--- src/rtl/sem_pkg.sv ---
package sem_pkg;

  typedef struct packed {
    logic       command;
    logic [7:0] pixel_red;
    logic [7:0] pixel_green;
    logic [7:0] pixel_blue;
  } in_req_t;

  typedef struct packed {
    logic [7:0] edge_red;
    logic [7:0] edge_green;
    logic [7:0] edge_blue;
    logic       last_in_frame;
  } out_rsp_t;

  // per-request control decided by the front end
  typedef struct packed {
    logic emit;
    logic top_ok;
    logic bot_ok;
    logic left_ok;
    logic right_ok;
    logic last;
  } item_ctl_t;

  typedef struct packed {
    item_ctl_t   ctl;
    logic [23:0] rgb;  // blue, green, red from msb down
  } item_t;

  typedef struct packed {
    logic [7:0] root;
    logic [8:0] rem;
  } sqrt_st_t;

  localparam logic CMD_DRAIN = 1'b1;

  localparam logic REG_SEL_WIDTH  = 1'b0;
  localparam logic REG_SEL_HEIGHT = 1'b1;

  localparam logic [10:0] WIDTH_RESET  = 11'd640;
  localparam logic [12:0] HEIGHT_RESET = 13'd480;

  // one digit of the restoring square root
  function automatic sqrt_st_t sqrt_step(sqrt_st_t s, logic [1:0] pair);
    logic [10:0] r;
    logic [10:0] trial;
    sqrt_st_t    n;
    r     = {s.rem, pair};
    trial = {1'b0, s.root, 2'b01};
    if (r >= trial) begin
      n.rem  = 9'(r - trial);
      n.root = {s.root[6:0], 1'b1};
    end else begin
      n.rem  = r[8:0];
      n.root = {s.root[6:0], 1'b0};
    end
    return n;
  endfunction

endpackage

--- src/rtl/sem_queue.sv ---
module sem_queue #(
  parameter int COL_W = 10
) (
  input  logic             clk_i,
  input  logic             rst_ni,
  input  logic             push_i,
  input  sem_pkg::item_t   push_item_i,
  input  logic [COL_W-1:0] push_col_i,
  output logic             full_o,
  input  logic             pop_i,
  output logic             valid_o,
  output sem_pkg::item_t   pop_item_o,
  output logic [COL_W-1:0] pop_col_o
);
  import sem_pkg::*;

  localparam int DEPTH = 4;
  localparam int PW    = $clog2(DEPTH);

  item_t            items_q [DEPTH];
  logic [COL_W-1:0] cols_q  [DEPTH];
  logic [PW-1:0]    wr_ptr_q, rd_ptr_q;
  logic [PW:0]      count_q;
  logic             do_push, do_pop;

  assign full_o     = count_q == (PW+1)'(DEPTH);
  assign valid_o    = count_q != '0;
  assign do_push    = push_i && !full_o;
  assign do_pop     = pop_i && valid_o;
  assign pop_item_o = items_q[rd_ptr_q];
  assign pop_col_o  = cols_q[rd_ptr_q];

  always_ff @(posedge clk_i) begin
    if (do_push) begin
      items_q[wr_ptr_q] <= push_item_i;
      cols_q[wr_ptr_q]  <= push_col_i;
    end
  end

  always_ff @(posedge clk_i or negedge rst_ni) begin
    if (!rst_ni) begin
      wr_ptr_q <= '0;
      rd_ptr_q <= '0;
      count_q  <= '0;
    end else begin
      if (do_push) begin
        wr_ptr_q <= wr_ptr_q + PW'(1);
      end
      if (do_pop) begin
        rd_ptr_q <= rd_ptr_q + PW'(1);
      end
      if (do_push && !do_pop) begin
        count_q <= count_q + (PW+1)'(1);
      end else if (do_pop && !do_push) begin
        count_q <= count_q - (PW+1)'(1);
      end
    end
  end

endmodule

--- config.mk ---
export PLATFORM = sky130hd
export DESIGN_NAME = sem_queue
export DESIGN_NICKNAME = d
export VERILOG_FILES = /design/src/rtl/sem_pkg.sv /design/src/rtl/sem_queue.sv
export SDC_FILE = /design/constraint.sdc
export NUM_CORES = 1
export LEC_CHECK = 0
export BUFFER_PORTS_ARGS = -buffer_cell sky130_fd_sc_hd__buf_4
export CAP_MARGIN = 20
export CORE_ASPECT_RATIO = 0.7
export CORE_MARGIN = 5
export CORE_UTILIZATION = 51
export CTS_CLUSTER_SIZE = 40
export DETAILED_ROUTE_END_ITERATION = 7
export HOLD_SLACK_MARGIN = 0.15
export PLACE_DENSITY_LB_ADDON = 0.25
export SETUP_SLACK_MARGIN = 0.2
export SLEW_MARGIN = 20
export SYNTH_ARGS = -nofsm -noshare
export SYNTH_HDL_FRONTEND = slang
export SYNTH_SLANG_ARGS = --single-unit
--- constraint.sdc ---
create_clock -name clk_i -period 3.16 [get_ports clk_i]
set_clock_uncertainty 0.15 [all_clocks]
set_input_delay 0.474 -clock clk_i [delete_from_list [all_inputs] [get_ports clk_i]]
set_output_delay 0.474 -clock clk_i [all_outputs]
set_load 0.01 [all_outputs]
## After elaboration in Yosys (flattened, before gate mapping)

Memory sizes are Yosys's and may differ from the RTL's.
Index checks and enable logic that the tools add are counted.

| operators by class | value |
|---|---|
| reduce and logical (&&, ||, !) cells | 9 |
| mux-type cells | 4 |
| add/subtract/negate cells | 4 |
| eq/ne operators | 1 |

Operator list:

| cell | count |
|---|---|
| $mux W3 | 2 |
| $add A2 B1 Y2 const B | 2 |
| $logic_and A1 B1 Y1 | 4 |
| $add A3 B1 Y3 const B | 1 |
| $eq A3 B3 Y1 const B | 1 |
| $logic_not A1 Y1 | 3 |
| $reduce_bool A3 Y1 | 1 |
| $sub A3 B1 Y3 const B | 1 |
| $mux W1 | 2 |
| $reduce_bool A2 Y1 | 1 |

| word-level totals | value |
|---|---|
| bits of input ports | 44 |
| memories | 2 |
| RAM bits | 160 |
| output and inout port bits | 42 |
| bits in registers | 7 |

Memories:

| memory | depth | bits a word | read ports | clocked after memory_dff | write ports | line | text |
|---|---|---|---|---|---|---|---|
| items_q | 4 | 30 | 1 | 0 | 1 | sem_queue.sv:20 | `item_t items_q [DEPTH];` |
| cols_q | 4 | 10 | 1 | 0 | 1 | sem_queue.sv:21 | `logic [COL_W-1:0] cols_q [DEPTH];` |

## Logic depth before layout (Yosys ltp)

| depth | value |
|---|---|
| depth after elaboration | 7 |
| depth in mapped cells | 9 |
| depth with buffers taken out | 8 |

## Least setup slack after synthesis

OpenSTA, ideal clock, no wires.

| timing | value |
|---|---|
| kind | reg2reg |
| start | register count_q[2] |
| end | memory cols_q[0][0] (enable) |
| period minus slack after synthesis | 2.352 ns |
| stages on the path, launching flop included | 5 |
| setup slack | 0.808 ns |
| path buffers | 1 |
| arrival | 1.801 ns |
| data required time | 2.609 ns |
| path through | dfrtp_1 > nor3b_2 > nor2b_1 > buf_6 > and2_1 |

| on the way | value |
|---|---|
| longest elaborated chain between the ends | 5 |

RTL lines:

| element | line | text |
|---|---|---|
| start: declaration | sem_queue.sv:23 | `logic [PW:0] count_q;` |
| start signal: assignment | sem_queue.sv:53 | `count_q <= count_q + (PW+1)'(1);` |
| start signal: assignment | sem_queue.sv:55 | `count_q <= count_q - (PW+1)'(1);` |
| $eq A3 B3 Y1 | sem_queue.sv:26 | `assign full_o = count_q == (PW+1)'(DEPTH);` |
| via full_o | sem_queue.sv:9 | `output logic full_o,` |
| $logic_not A1 Y1 | sem_queue.sv:28 | `assign do_push = push_i && !full_o;` |
| $logic_and A1 B1 Y1 | sem_queue.sv:28 |  |
| via do_push | sem_queue.sv:24 | `logic do_push, do_pop;` |
| $mux W1 | sem_queue.sv:34 | `if (do_push) begin` |
| $mux W1 (implied by the code) | sem_queue.sv:36 | `cols_q[wr_ptr_q] <= push_col_i;` |
| end: declaration | sem_queue.sv:21 |  |

The timed path passes the listed nets, and every way through them passes these cells.

## Worst setup path after layout

| timing | value |
|---|---|
| start | register rd_ptr_q[0] |
| end | output port pop_col_o[9] |

| on the way | value |
|---|---|
| longest elaborated chain between the ends | 1 |

RTL lines:

| element | line | text |
|---|---|---|
| start: declaration | sem_queue.sv:22 | `logic [PW-1:0] wr_ptr_q, rd_ptr_q;` |
| start signal: assignment | sem_queue.sv:50 | `rd_ptr_q <= rd_ptr_q + PW'(1);` |
| $mem_v2 Z4 W10 | n/a |  |
| end: declaration | sem_queue.sv:13 | `output logic [COL_W-1:0] pop_col_o` |

Every way passes these cells.

==> flow_metrics.py <==
metrics = {
    "outcome": {
        "outcome": "complete, no violations",
    },
    "critical_path": {
        "crit_type": "reg2out",
        "end_kind": "output port",
        "crit_path_max_fanout": 23,
        "arrival_ns": 1.97,
        "r2r_end": "count_q[2]$_DFFE_PN0P_",
        "cp.required_ns": 2.54,
        "r2r_setup_slack_ns": 0.77,
        "rr_startpoint": "count_q[2]$_DFFE_PN0P_",
        "r2r_cells": 8,
        "cp-start-kind": "register",
    },
    "timing": {
        "tns_ns": 0,
        "slew_headroom_pct": 61.9,
        "maxSlewViolCount": 0,
        "worst_pin_slew_ns": 0.570,
        "fin_crit_sh_pct": 82.0,
        "rsz0062_at_grt": "false",
        "period_needed_ns": 2.59,
        "fmax_mhz": 386,
        "hold_viol_final": 0,
        "setup_viol": 0,
    },
    "global_route": {
        "antenna_found_initial": 0,
        "grt.met1_usage_pct": 24.8,
        "grt_use_met3_pct": 5.66,
        "grt_usage_pct": 17.2,
        "grt_max_degree": 24,
        "busiest_layer": "met2",
        "grt_first_pass_wirelength_um": 18100,
        "grt_pass1_vias": 3226,
        "grt_use_met2_pct": 25.6,
        "grt_overflow_total": 0,
    },
    "floorplanning": {
        "core_um2": 11900,
        "dieHeight_um": 103,
        "die_area_um2": 14600,
        "start_util_pct": 52.7,
        "die_x_um": 142,
        "num_rows": 33,
        "pin_count": 86,
    },
    "clock_network": {
        "post_cts_resized": 0,
        "root_buffer": "clkbuf_16",
        "numCtsBuffers": 17,
        "cts_buffer_depth": 2,
        "cts_tree": "built",
        "cts.htree.levels": 4,
        "clkTransAtPathRegs_ns": 0.07,
        "worst_skew_pair.late_latency_ns": 0.41,
        "clock-sinks": 167,
        "post_cts_buffers": 0,
    },
    "run": {
        "cap_viol_max_count": 0,
    },
    "route": {
        "totalWireLength_um": 11600,
        "remaining_drc_errors": 0,
        "post_drt_wl_per_cell_um": 20.8,
        "vias_per_cell": 5.25,
        "drt-pass1-iter-count": 4,
        "detail-route-antenna-nets": 0,
        "routed-via-count": 2948,
        "first_iter_violations": 226,
    },
    "place": {
        "portBuffers": 85,
        "placed_cell_area_um2": 7110,
        "dpl.hpwl_um": 7420,
        "finalWeightedCongestion": 0.740,
    },
    "pwr": {
        "ir_drop_mv": 0.462,
        "p_leak_nw": 2.88,
        "powerDensity_nw_per_um2": 928,
    },
    "synthesis": {
        "synthAdderAreaFrac_pct": 1.32,
        "synth_top_family_by_area": "multiplexers",
        "ys_types": 22,
        "synth_cells": 245,
        "synthesis.area_um2": 6250,
        "synthSimpleGateAreaFrac_pct": 1.00,
        "synth_xor_area_share_pct": 0.841,
        "ys.warnings.count": 0,
        "synth-compound-area-share_pct": 0,
        "syn-num-nets": 295,
        "ys_ff_latch": 167,
        "ys_seq_area_share_pct": 79.7,
        "avgSynthCellArea_um2": 25.5,
        "synthMuxAreaShare_pct": 15.0,
    },
    "layout": {
        "regArea_um2": 4980,
        "fin_area_um2": 8130,
        "n_antenna_cell": 0,
        "nNetsFinal": 441,
        "syn_to_final_growth_pct": 30.1,
        "layout_commonest_cell": "edfxtp_1",
        "multi_input_area_um2": 1140,
        "fillers": 750,
        "mostFrequentLayoutCells": "160 x edfxtp_1, 93 x buf_4, 41 x dlygate4sd3_1",
        "drive_above_1_share_pct": 43.6,
    },
    "hold_path": {
        "whs_path_depth": 3,
        "hold_path.startpoint": "pop_i",
        "hold_end": "rd_ptr_q[1]$_DFFE_PN0P_",
        "hp-class": "in2reg",
    },
}
state kept, by name (all words and copies together), names as in the netlist:
name / flops
items_q: 120
rd_ptr_q: 2
count_q: 3
wr_ptr_q: 2
cols_q: 40
report_power, final:
group / switching, mW / internal, mW
clock: 0.859 / 1.26
sequential: 0.182 / 2.93
combinational: 1.08 / 1.22
total: 2.12 / 5.42
Yosys cell counts (all sizes together):
library cell    n  area, um2
nor2b           1       6.26
buf            10        123
inv             3       11.3
mux2            2       26.3
dfrtp           7        175
clkbuf          1       3.75
nor2            1       3.75
xor2            2       17.5
ha              5       62.6
edfxtp        160       4800
xnor2           4       35.0
nor3b           1       12.5
nand2           1       3.75
fa              1       20.0
nand3           1       5.00
mux4           40        908
or3             1       6.26
and2            4       25.0
kinds of logic (layout without fill, tap and decap cells):
group	after synthesis	after routing
flops	167	167
mux	42	42
buf+inv	14	173
simple gates	10	10
fa+ha+maj	6	6
xor+xnor	6	6
worst max-delay path, stage by stage, from the launching register on:
cell     delay [ns]
dfrtp_2        0.36
buf_4          0.39
mux4_1         0.63
buf_4          0.16
metal layers:
metal  vias to the layer above  wire (um)
li1                       1322          -
met1                      1524       5480
met2                        96       5330
met3                         6        752
met4                         0         82
met5                         -          0
how the worst max path moves through the flow:
| stage | depth (start not counted) | start | end |
|---|---|---|---|
| after floorplan | 4 | count_q[2]$_DFFE_PN0P_ | cols_q[0][0]$_DFFE_PP_ |
| after global placement | 8 | push_i | count_q[2]$_DFFE_PN0P_ |
| after detailed placement | 8 | push_i | count_q[2]$_DFFE_PN0P_ |
| after CTS | 3 | rd_ptr_q[0]$_DFFE_PN0P_ | pop_col_o[9] |
| after global routing | 3 | rd_ptr_q[0]$_DFFE_PN0P_ | pop_col_o[9] |
| final | 3 | rd_ptr_q[0]$_DFFE_PN0P_ | pop_col_o[9] |
metrics by stage:
stage	instances	util (%)	power [mW]	worst slack, ns	hold WS (ns)
3_3_place_gp	488	60.0	5.44	0.844	0.142
4_1_cts	561	68.6	7.65	0.482	0.203
6_report	561	68.6	7.54	0.568	0.216
5_1_grt	561	68.6	7.92	0.429	0.232
2_1_floorplan	245	-	4.54	0.808	0.0284
3_5_place_dp	488	60.0	5.47	0.789	0.145
final cells by class:
type | count | area share, %
clock inverters | 15 | 2.34
multi-input cells | 64 | 14.0
flip-flops and latches | 167 | 61.3
repair buffers | 138 | 14.6
clock buffers | 17 | 5.23
well taps | 157 | 2.42
inverters | 3 | 0.138
what timing repair did:
item / 4_1_cts / 5_1_grt
hold buffers: 41 / 0
hold endpoints to repair: 167 / 0
setup endpoints to repair: 0 / 0
(Power assumes the default switching activity.)
