File: config.mk
export PLATFORM = sky130hd
export DESIGN_NAME = sem_front
export DESIGN_NICKNAME = d
export VERILOG_FILES = /design/src/rtl/sem_pkg.sv /design/src/rtl/sem_front.sv
export SDC_FILE = /design/constraint.sdc
export NUM_CORES = 1
export LEC_CHECK = 0
export BUFFER_PORTS_ARGS = -buffer_cell sky130_fd_sc_hd__buf_2
export CAP_MARGIN = 10
export CELL_PAD_IN_SITES_DETAIL_PLACEMENT = 0
export CELL_PAD_IN_SITES_GLOBAL_PLACEMENT = 2
export CORE_AREA = 3 3 120 122
export CTS_BUF_LIST = sky130_fd_sc_hd__clkbuf_16
export DETAILED_ROUTE_END_ITERATION = 10
export DIE_AREA = 0 0 123 125
export GPL_TIMING_DRIVEN = 1
export PLACE_DENSITY = 0.83
export SYNTH_ARGS = -nofsm -noshare
export SYNTH_HDL_FRONTEND = slang
export SYNTH_SLANG_ARGS = --single-unit
File: constraint.sdc
create_clock -name clk_i -period 5.2 [get_ports clk_i]
set_clock_uncertainty 0.2 [all_clocks]
set_input_delay 0 -clock clk_i [delete_from_list [all_inputs] [get_ports clk_i]]
set_output_delay 0 -clock clk_i [all_outputs]
set_load 0.02 [all_outputs]
File: src/rtl/sem_pkg.sv
package sem_pkg;

  typedef struct packed {
    logic       command;
    logic [7:0] pixel_red;
    logic [7:0] pixel_green;
    logic [7:0] pixel_blue;
  } in_req_t;

  typedef struct packed {
    logic [7:0] edge_red;
    logic [7:0] edge_green;
    logic [7:0] edge_blue;
    logic       last_in_frame;
  } out_rsp_t;

  // per-request control decided by the front end
  typedef struct packed {
    logic emit;
    logic top_ok;
    logic bot_ok;
    logic left_ok;
    logic right_ok;
    logic last;
  } item_ctl_t;

  typedef struct packed {
    item_ctl_t   ctl;
    logic [23:0] rgb;  // blue, green, red from msb down
  } item_t;

  typedef struct packed {
    logic [7:0] root;
    logic [8:0] rem;
  } sqrt_st_t;

  localparam logic CMD_DRAIN = 1'b1;

  localparam logic REG_SEL_WIDTH  = 1'b0;
  localparam logic REG_SEL_HEIGHT = 1'b1;

  localparam logic [10:0] WIDTH_RESET  = 11'd640;
  localparam logic [12:0] HEIGHT_RESET = 13'd480;

  // one digit of the restoring square root
  function automatic sqrt_st_t sqrt_step(sqrt_st_t s, logic [1:0] pair);
    logic [10:0] r;
    logic [10:0] trial;
    sqrt_st_t    n;
    r     = {s.rem, pair};
    trial = {1'b0, s.root, 2'b01};
    if (r >= trial) begin
      n.rem  = 9'(r - trial);
      n.root = {s.root[6:0], 1'b1};
    end else begin
      n.rem  = r[8:0];
      n.root = {s.root[6:0], 1'b0};
    end
    return n;
  endfunction

endpackage

File: src/rtl/sem_front.sv
module sem_front #(
  parameter int MAX_WIDTH  = 1024,
  parameter int MAX_HEIGHT = 4096,
  parameter int COL_W      = 10
) (
  input  logic                  clk_i,
  input  logic                  rst_ni,
  input  logic                  restart_i,
  input  logic [10:0]           cfg_width_i,
  input  logic [12:0]           cfg_height_i,
  input  logic                  in_valid_i,
  input  sem_pkg::in_req_t      in_req_i,
  output logic                  in_stall_o,
  input  logic                  q_full_i,
  output logic                  q_push_o,
  output sem_pkg::item_t        q_item_o,
  output logic [COL_W-1:0]      q_col_o
);
  import sem_pkg::*;

  localparam int WW = $clog2(MAX_WIDTH + 1);
  localparam int HW = $clog2(MAX_HEIGHT + 2);

  logic [WW-1:0]    w;
  logic [HW-1:0]    h;
  logic [COL_W-1:0] in_col_q, out_col_q;
  logic [HW-1:0]    in_row_q, out_row_q;
  logic [COL_W:0]   in_col_nxt, out_col_nxt;
  logic             draining, accept, emit, last_item;

  always_comb begin
    if (cfg_width_i == '0) begin
      w = WW'(1);
    end else if (int'(cfg_width_i) > MAX_WIDTH) begin
      w = WW'(MAX_WIDTH);
    end else begin
      w = WW'(cfg_width_i);
    end
    if (cfg_height_i == '0) begin
      h = HW'(1);
    end else if (int'(cfg_height_i) > MAX_HEIGHT) begin
      h = HW'(MAX_HEIGHT);
    end else begin
      h = HW'(cfg_height_i);
    end
  end

  assign in_col_nxt  = (COL_W+1)'(in_col_q) + 1'b1;
  assign out_col_nxt = (COL_W+1)'(out_col_q) + 1'b1;
  assign draining    = in_row_q >= h;
  assign emit        = (in_row_q > HW'(1)) || (in_row_q == HW'(1) && in_col_q != '0);
  assign last_item   = (in_row_q == h + HW'(1)) && (in_col_q == '0);

  assign in_stall_o = q_full_i;
  assign accept     = in_valid_i && !q_full_i;
  // a drain ahead of the frame end is dropped here
  assign q_push_o   = accept && (draining || in_req_i.command != CMD_DRAIN);
  assign q_col_o    = in_col_q;

  always_comb begin
    q_item_o.rgb = draining ? 24'd0
                 : {in_req_i.pixel_blue, in_req_i.pixel_green, in_req_i.pixel_red};
    q_item_o.ctl.emit     = emit;
    q_item_o.ctl.top_ok   = out_row_q != '0;
    q_item_o.ctl.bot_ok   = (out_row_q + HW'(1)) < h;
    q_item_o.ctl.left_ok  = out_col_q != '0;
    q_item_o.ctl.right_ok = out_col_nxt < (COL_W+1)'(w);
    q_item_o.ctl.last     = (out_row_q + HW'(1) == h) && (out_col_nxt == (COL_W+1)'(w));
  end

  always_ff @(posedge clk_i or negedge rst_ni) begin
    if (!rst_ni) begin
      in_col_q  <= '0;
      in_row_q  <= '0;
      out_col_q <= '0;
      out_row_q <= '0;
    end else if (restart_i || (q_push_o && last_item)) begin
      in_col_q  <= '0;
      in_row_q  <= '0;
      out_col_q <= '0;
      out_row_q <= '0;
    end else if (q_push_o) begin
      if (in_col_nxt >= (COL_W+1)'(w)) begin
        in_col_q <= '0;
        in_row_q <= in_row_q + HW'(1);
      end else begin
        in_col_q <= in_col_nxt[COL_W-1:0];
      end
      if (emit) begin
        if (out_col_nxt >= (COL_W+1)'(w)) begin
          out_col_q <= '0;
          out_row_q <= out_row_q + HW'(1);
        end else begin
          out_col_q <= out_col_nxt[COL_W-1:0];
        end
      end
    end
  end

endmodule

# Word level (Yosys, flattened, before mapping)
# Index checks and enable logic that the tools add are counted.
# classes
magnitude_cmp,8
add_sub_neg,5
n_mux,19
bitwise,1
eq_ne,4
n_reduce_logical,23
# op_table
cell,n
$mux W13,9
$mux W10,7
$add A13 B1 Y13 const B,3
$eq A13 B13 Y1,2
$mux W24,1
$add A10 B1 Y11 const B,2
$ge A11 B11 Y1,2
$mux W11,2
$reduce_bool A10 Y1,2
$eq A13 B1 Y1 const B,1
$ge A13 B13 Y1,1
$gt A13 B1 Y1 const B,1
$gt A13 B13 Y1 const B,1
$logic_not A13 Y1,1
$lt A13 B13 Y1,1
$reduce_bool A13 Y1,1
$eq A11 B11 Y1,1
$gt A11 B11 Y1 const B,1
$logic_not A11 Y1,1
$lt A11 B11 Y1,1
$logic_not A10 Y1,1
$reduce_bool A2 Y1,4
$logic_and A1 B1 Y1,6
$reduce_and A2 Y1,2
4 further kinds,6
# word_totals
in_bits,54
reg_bits,46
output_inout_bits,42

# Longest topological paths before layout
# depth
ltp_word,10
ltp_mapped,16
mapped_depth_nobuf,15

# Worst setup path after synthesis
# No wires, ideal clock.
# synth_timing
path_kind,reg-to-reg
from,reg in_col_q[0] (netlist: q_col_o[0])
to,reg in_row_q[9]
arrival_time_ns,2.976
period_less_slack_ns,3.295
path_slack_ns,1.905
path_stages_with_launch,17
cell_sequence,dfrtp_1 -> ha_1 -> nand3_1 -> inv_1 -> and3_1 -> and3_1 -> xnor2_1 -> inv_1 -> ha_1 -> a21oi_1 -> o21ai_0 -> nor4_1 -> a21oi_1 -> clkbuf_1 -> nand4_1 -> xnor2_1 -> nor2_1
# synth_via
elab_chain_cells,6
word_cells_on_any_way,10
# synth_lines
element,line_no,text
"start, declared",sem_front.sv:26,"logic [COL_W-1:0] in_col_q, out_col_q;"
"start signal, assigned",sem_front.sv:87,in_col_q <= in_col_nxt[COL_W-1:0];
branches (longest 6 deep; another with $add A10 B1 Y11),-,
"end signal, assigned",sem_front.sv:85,in_row_q <= in_row_q + HW'(1);
"end, declared",sem_front.sv:27,"logic [HW-1:0] in_row_q, out_row_q;"
# Several ways; the timed one is not identified.
# A chain may end at the register's enable or synchronous reset.

# Worst setup path after layout
# layout_timing
from,reg out_col_q[2]
to,reg out_row_q[1]
# layout_via
elab_chain_cells,4
# layout_lines
element,line_no,text
"start, declared",sem_front.sv:26,
"start signal, assigned",sem_front.sv:94,out_col_q <= out_col_nxt[COL_W-1:0];
$add A10 B1 Y11,sem_front.sv:49,assign out_col_nxt = (COL_W+1)'(out_col_q) + 1'b1;
$ge A11 B11 Y1,sem_front.sv:90,if (out_col_nxt >= (COL_W+1)'(w)) begin
$reduce_bool A2 Y1 (no source line),-,
$reduce_and A3 Y1 (no source line),-,
"end signal, assigned",sem_front.sv:92,out_row_q <= out_row_q + HW'(1);
"end, declared",sem_front.sv:27,
# Every way passes these cells.

==> metrics.txt <==
Worst Hold Class=input pin to output pin; Power Total=0.917 mW; global-route usage over all layers=0.180; post-route minimum period=3940 ps; top_reg_cell synth=dfrtp_1; clk root buf=clkbuf_16; DRC violations left=0; max_cap viols=0; Largest delay share family, worst path=compound AO/OA/AOI/OAI gates; top cells by area, synth=dfrtp_1 25%, ha_1 15%, xor2_1 6.5%; H-Tree Level Count=2; Buf/Inv on CP=1; sequential cell area fraction in the yosys report=0.245; dpl hpwl=10700 um; Cell Count, Final, Fillers Out=850; Max-Slew Margin vs Limit=0.377; post-synthesis simple-gate area fraction=0.293; initial antenna violation count=0; Pwr Density=167 mW/mm2; Slew @ Worst Pin=about 930 ps; Placed Instances=840; Synth Area in Adders=0.152; area share of the largest cell type after synthesis=0.245; Routed Antenna Nets=0; final hold viol count=0; Post-CTS Setup Inserts=0; post-synth cell types=52; mean area per synthesized cell=between 7 and 8 um2; largest family of logic cells by synthesized area=simple AND/OR/NAND/NOR gates; worst flop-to-flop path endpoint=out_row_q[1]; Synthesized Nets=700; Final Cycle Share=0.758; Sw Share=0.287; Skew-Pair Late Insertion Delay=between 200 and 300 ps; largest buffer count on any clock path=2; DR pass1 iterations=4; Synth Instances=between 500 and 600; RSZ-0062 raised after global routing=no; mux cell area share after synthesis=0.00213; Final Routed Wirelength=13800 um; Rows=42; worst r2r src=out_col_q[2]; XOR/XNOR share of the synthesized area=0.106; die area=0.0154 mm2; slowest stage cell on the critical path=o21ai_1; Setup violations, final=0; sequential power share=0.396; cts repair resizes=0; outcome=finished clean; Port Buffers=95; Sw Pwr=0.263 mW; clock sink count=46; Hold Path End=in_stall_o; crit path DAT=3910 ps; CTS Buf Count=5; crit path capture type=flip-flop; DIE HEIGHT=125 um; total of warnings raised by yosys=0; vias in the first global route=4593; internal power=0.654 mW; Setup CP Type=flip-flop to flip-flop; max incr delay on CP=around 730 ps; crit path cell chain=nand3_1 > nor2_1 > and3_1 > xor2_1 > ha_1 > a21o_1 > a21o_1 > nor3b_1 > a21oi_1 > buf_4 > o21ai_1 > mux2i_1 > nor2_1; Post-Route Utilization=0.414; routability cong.=between 0.7 and 0.8; CP required=5170 ps; power share of the combinational group=0.198; # diodes=0; largest fanout on the critical path=16; IO Count=96; Post-synth ARST share=1.00; share of post-route cells with drive strength above 1=0.174; HP Start=q_full_i; Vias=4555; final hold slack=37.2 ps; width of the die=123 um; library cell with the largest summed area after synthesis=dfrtp_1; core box area=0.0133 mm2; 1st-iter DRT viols=280; clock share of power=0.406; R2R cell count=13; Area growth syn-to-layout=17.1%; Setup TNS Final=0 ps; flop-to-flop setup slack=between 1000 and 1500 ps; CTS tree=done; Peak VDD IR=96.8 uV; Synth Register Bits=46; largest net degree at the start of global routing=47; fin. max-slew vios=0; area fraction in compound gates after synthesis=0.146; Starting Density=0.353; layout filler cell count=1397; via/cell ratio=5.36; first-pass GRT wire length=22900 um; leakage power=roughly 2.7 nW; nets=between 700 and 800; Worst-path clk slew=70 ps; number of flops mapped to enable cells by yosys=0; most frequent cells in the layout=95 x buf_2, 57 x ha_1, 48 x nor2_1; startpoint types=flip-flop; GR Overflow Total=0; cell depth of the worst hold path=2; Post-Syn Area=0.00469 mm2; commonest non-fill, non-tap cell in the layout=buf_2; DR WL/cell=16.2 um; Max Clock Freq=around 250 MHz
## worst max-delay path by stage
| stage | start | end | slack, ps | depth (start not counted) |
|---|---|---|---|---|
| final | out_col_q[2] | out_row_q[1] | 1260 | 13 |
| after global routing | out_col_q[0] | out_row_q[3] | 810 | 13 |
| after CTS | out_col_q[2] | out_row_q[1] | 1280 | 13 |
| after detailed placement | cfg_height_i[4] | q_col_o[6] | 1110 | 15 |
| after global placement | cfg_height_i[4] | q_col_o[6] | 1250 | 15 |
| after floorplan | q_col_o[0] | in_row_q[9] | 1900 | 16 |
## state kept, by name, summed over array words and instances, names as in the netlist
register	count
in_row_q	13
out_col_q	10
out_row_q	13
q_col_o	10
## cell families after synthesis
family	Yosys count
AND/OR/NAND/NOR	260
AO/OA/AOI/OAI	107
buffers and inverters	61
XOR/XNOR	57
adder cells (fa/ha/maj)	57
flip-flops	46
multiplexers	1
## metrics by stage
step	setup slack, ps	cell area, um2
after detailed placement	1110	5310
after floorplan	1900	4690
after CTS	1280	5500
after global routing	808	5500
final	1260	5500
after global placement	1250	5310
## synthesized netlist by cell type, types with 12 or more instances
library cell and n:
ha_1 57, nor2_1 48, dfrtp_1 46, nand2_1 46, and3_1 42, nand3_1 36, xor2_1 35, a21oi_1 32
inv_1 32, o21ai_0 25, xnor2_1 22, clkbuf_1 19, nand4_1 19, nor4_1 14, nor3_1 13, a31oi_1 12
nand2b_1 12
## metal layers
metal  vias to the layer above  routed length (um)  GRT usage
li1                       2299                   -          -
met5                         -                   0          0
met4                         0                  90     0.0274
met2                        86                6800      0.313
met1                      2164                6400      0.247
met3                         6                 470     0.0172
## worst register-to-register path, stage by stage (launching register included)
cell     delay (ps)
dfrtp_1         450
nand3_1         200
nor2_1          310
and3_1          300
xor2_1          180
ha_1            260
a21o_1          180
a21o_1          180
nor3b_1         190
a21oi_1         110
buf_4           200
o21ai_1         730
mux2i_1         270
nor2_1           50
## cell type report
type                            instances  area (um2)  area share
Clock buffer                            5         125      0.0228
Sequential cell                        46        1150       0.209
Inverter                               34         128      0.0232
Multi-Input combinational cell        482        3280       0.597
Clock inverter                          3        45.0     0.00819
Tap cell                              176         220      0.0400
Timing Repair Buffer                  104         548      0.0997
## power by group through the flow
stage	registers, mW	clock network, mW	logic, mW
finish	0.363	0.372	0.182
global placement	0.370	0	0.178
detailed placement	0.370	0	0.181
CTS	0.363	0.380	0.183
floorplan	0.370	0	0.109
global route	0.364	0.399	0.203
## timing repair
| action | CTS | global route |
|---|---|---|
| endpoints found under the hold margin | 52 | 0 |
| hold buffers | 2 | 0 |
| endpoints found under the setup margin | 0 | 0 |
Note: power is estimated with default switching activity, not from simulation.
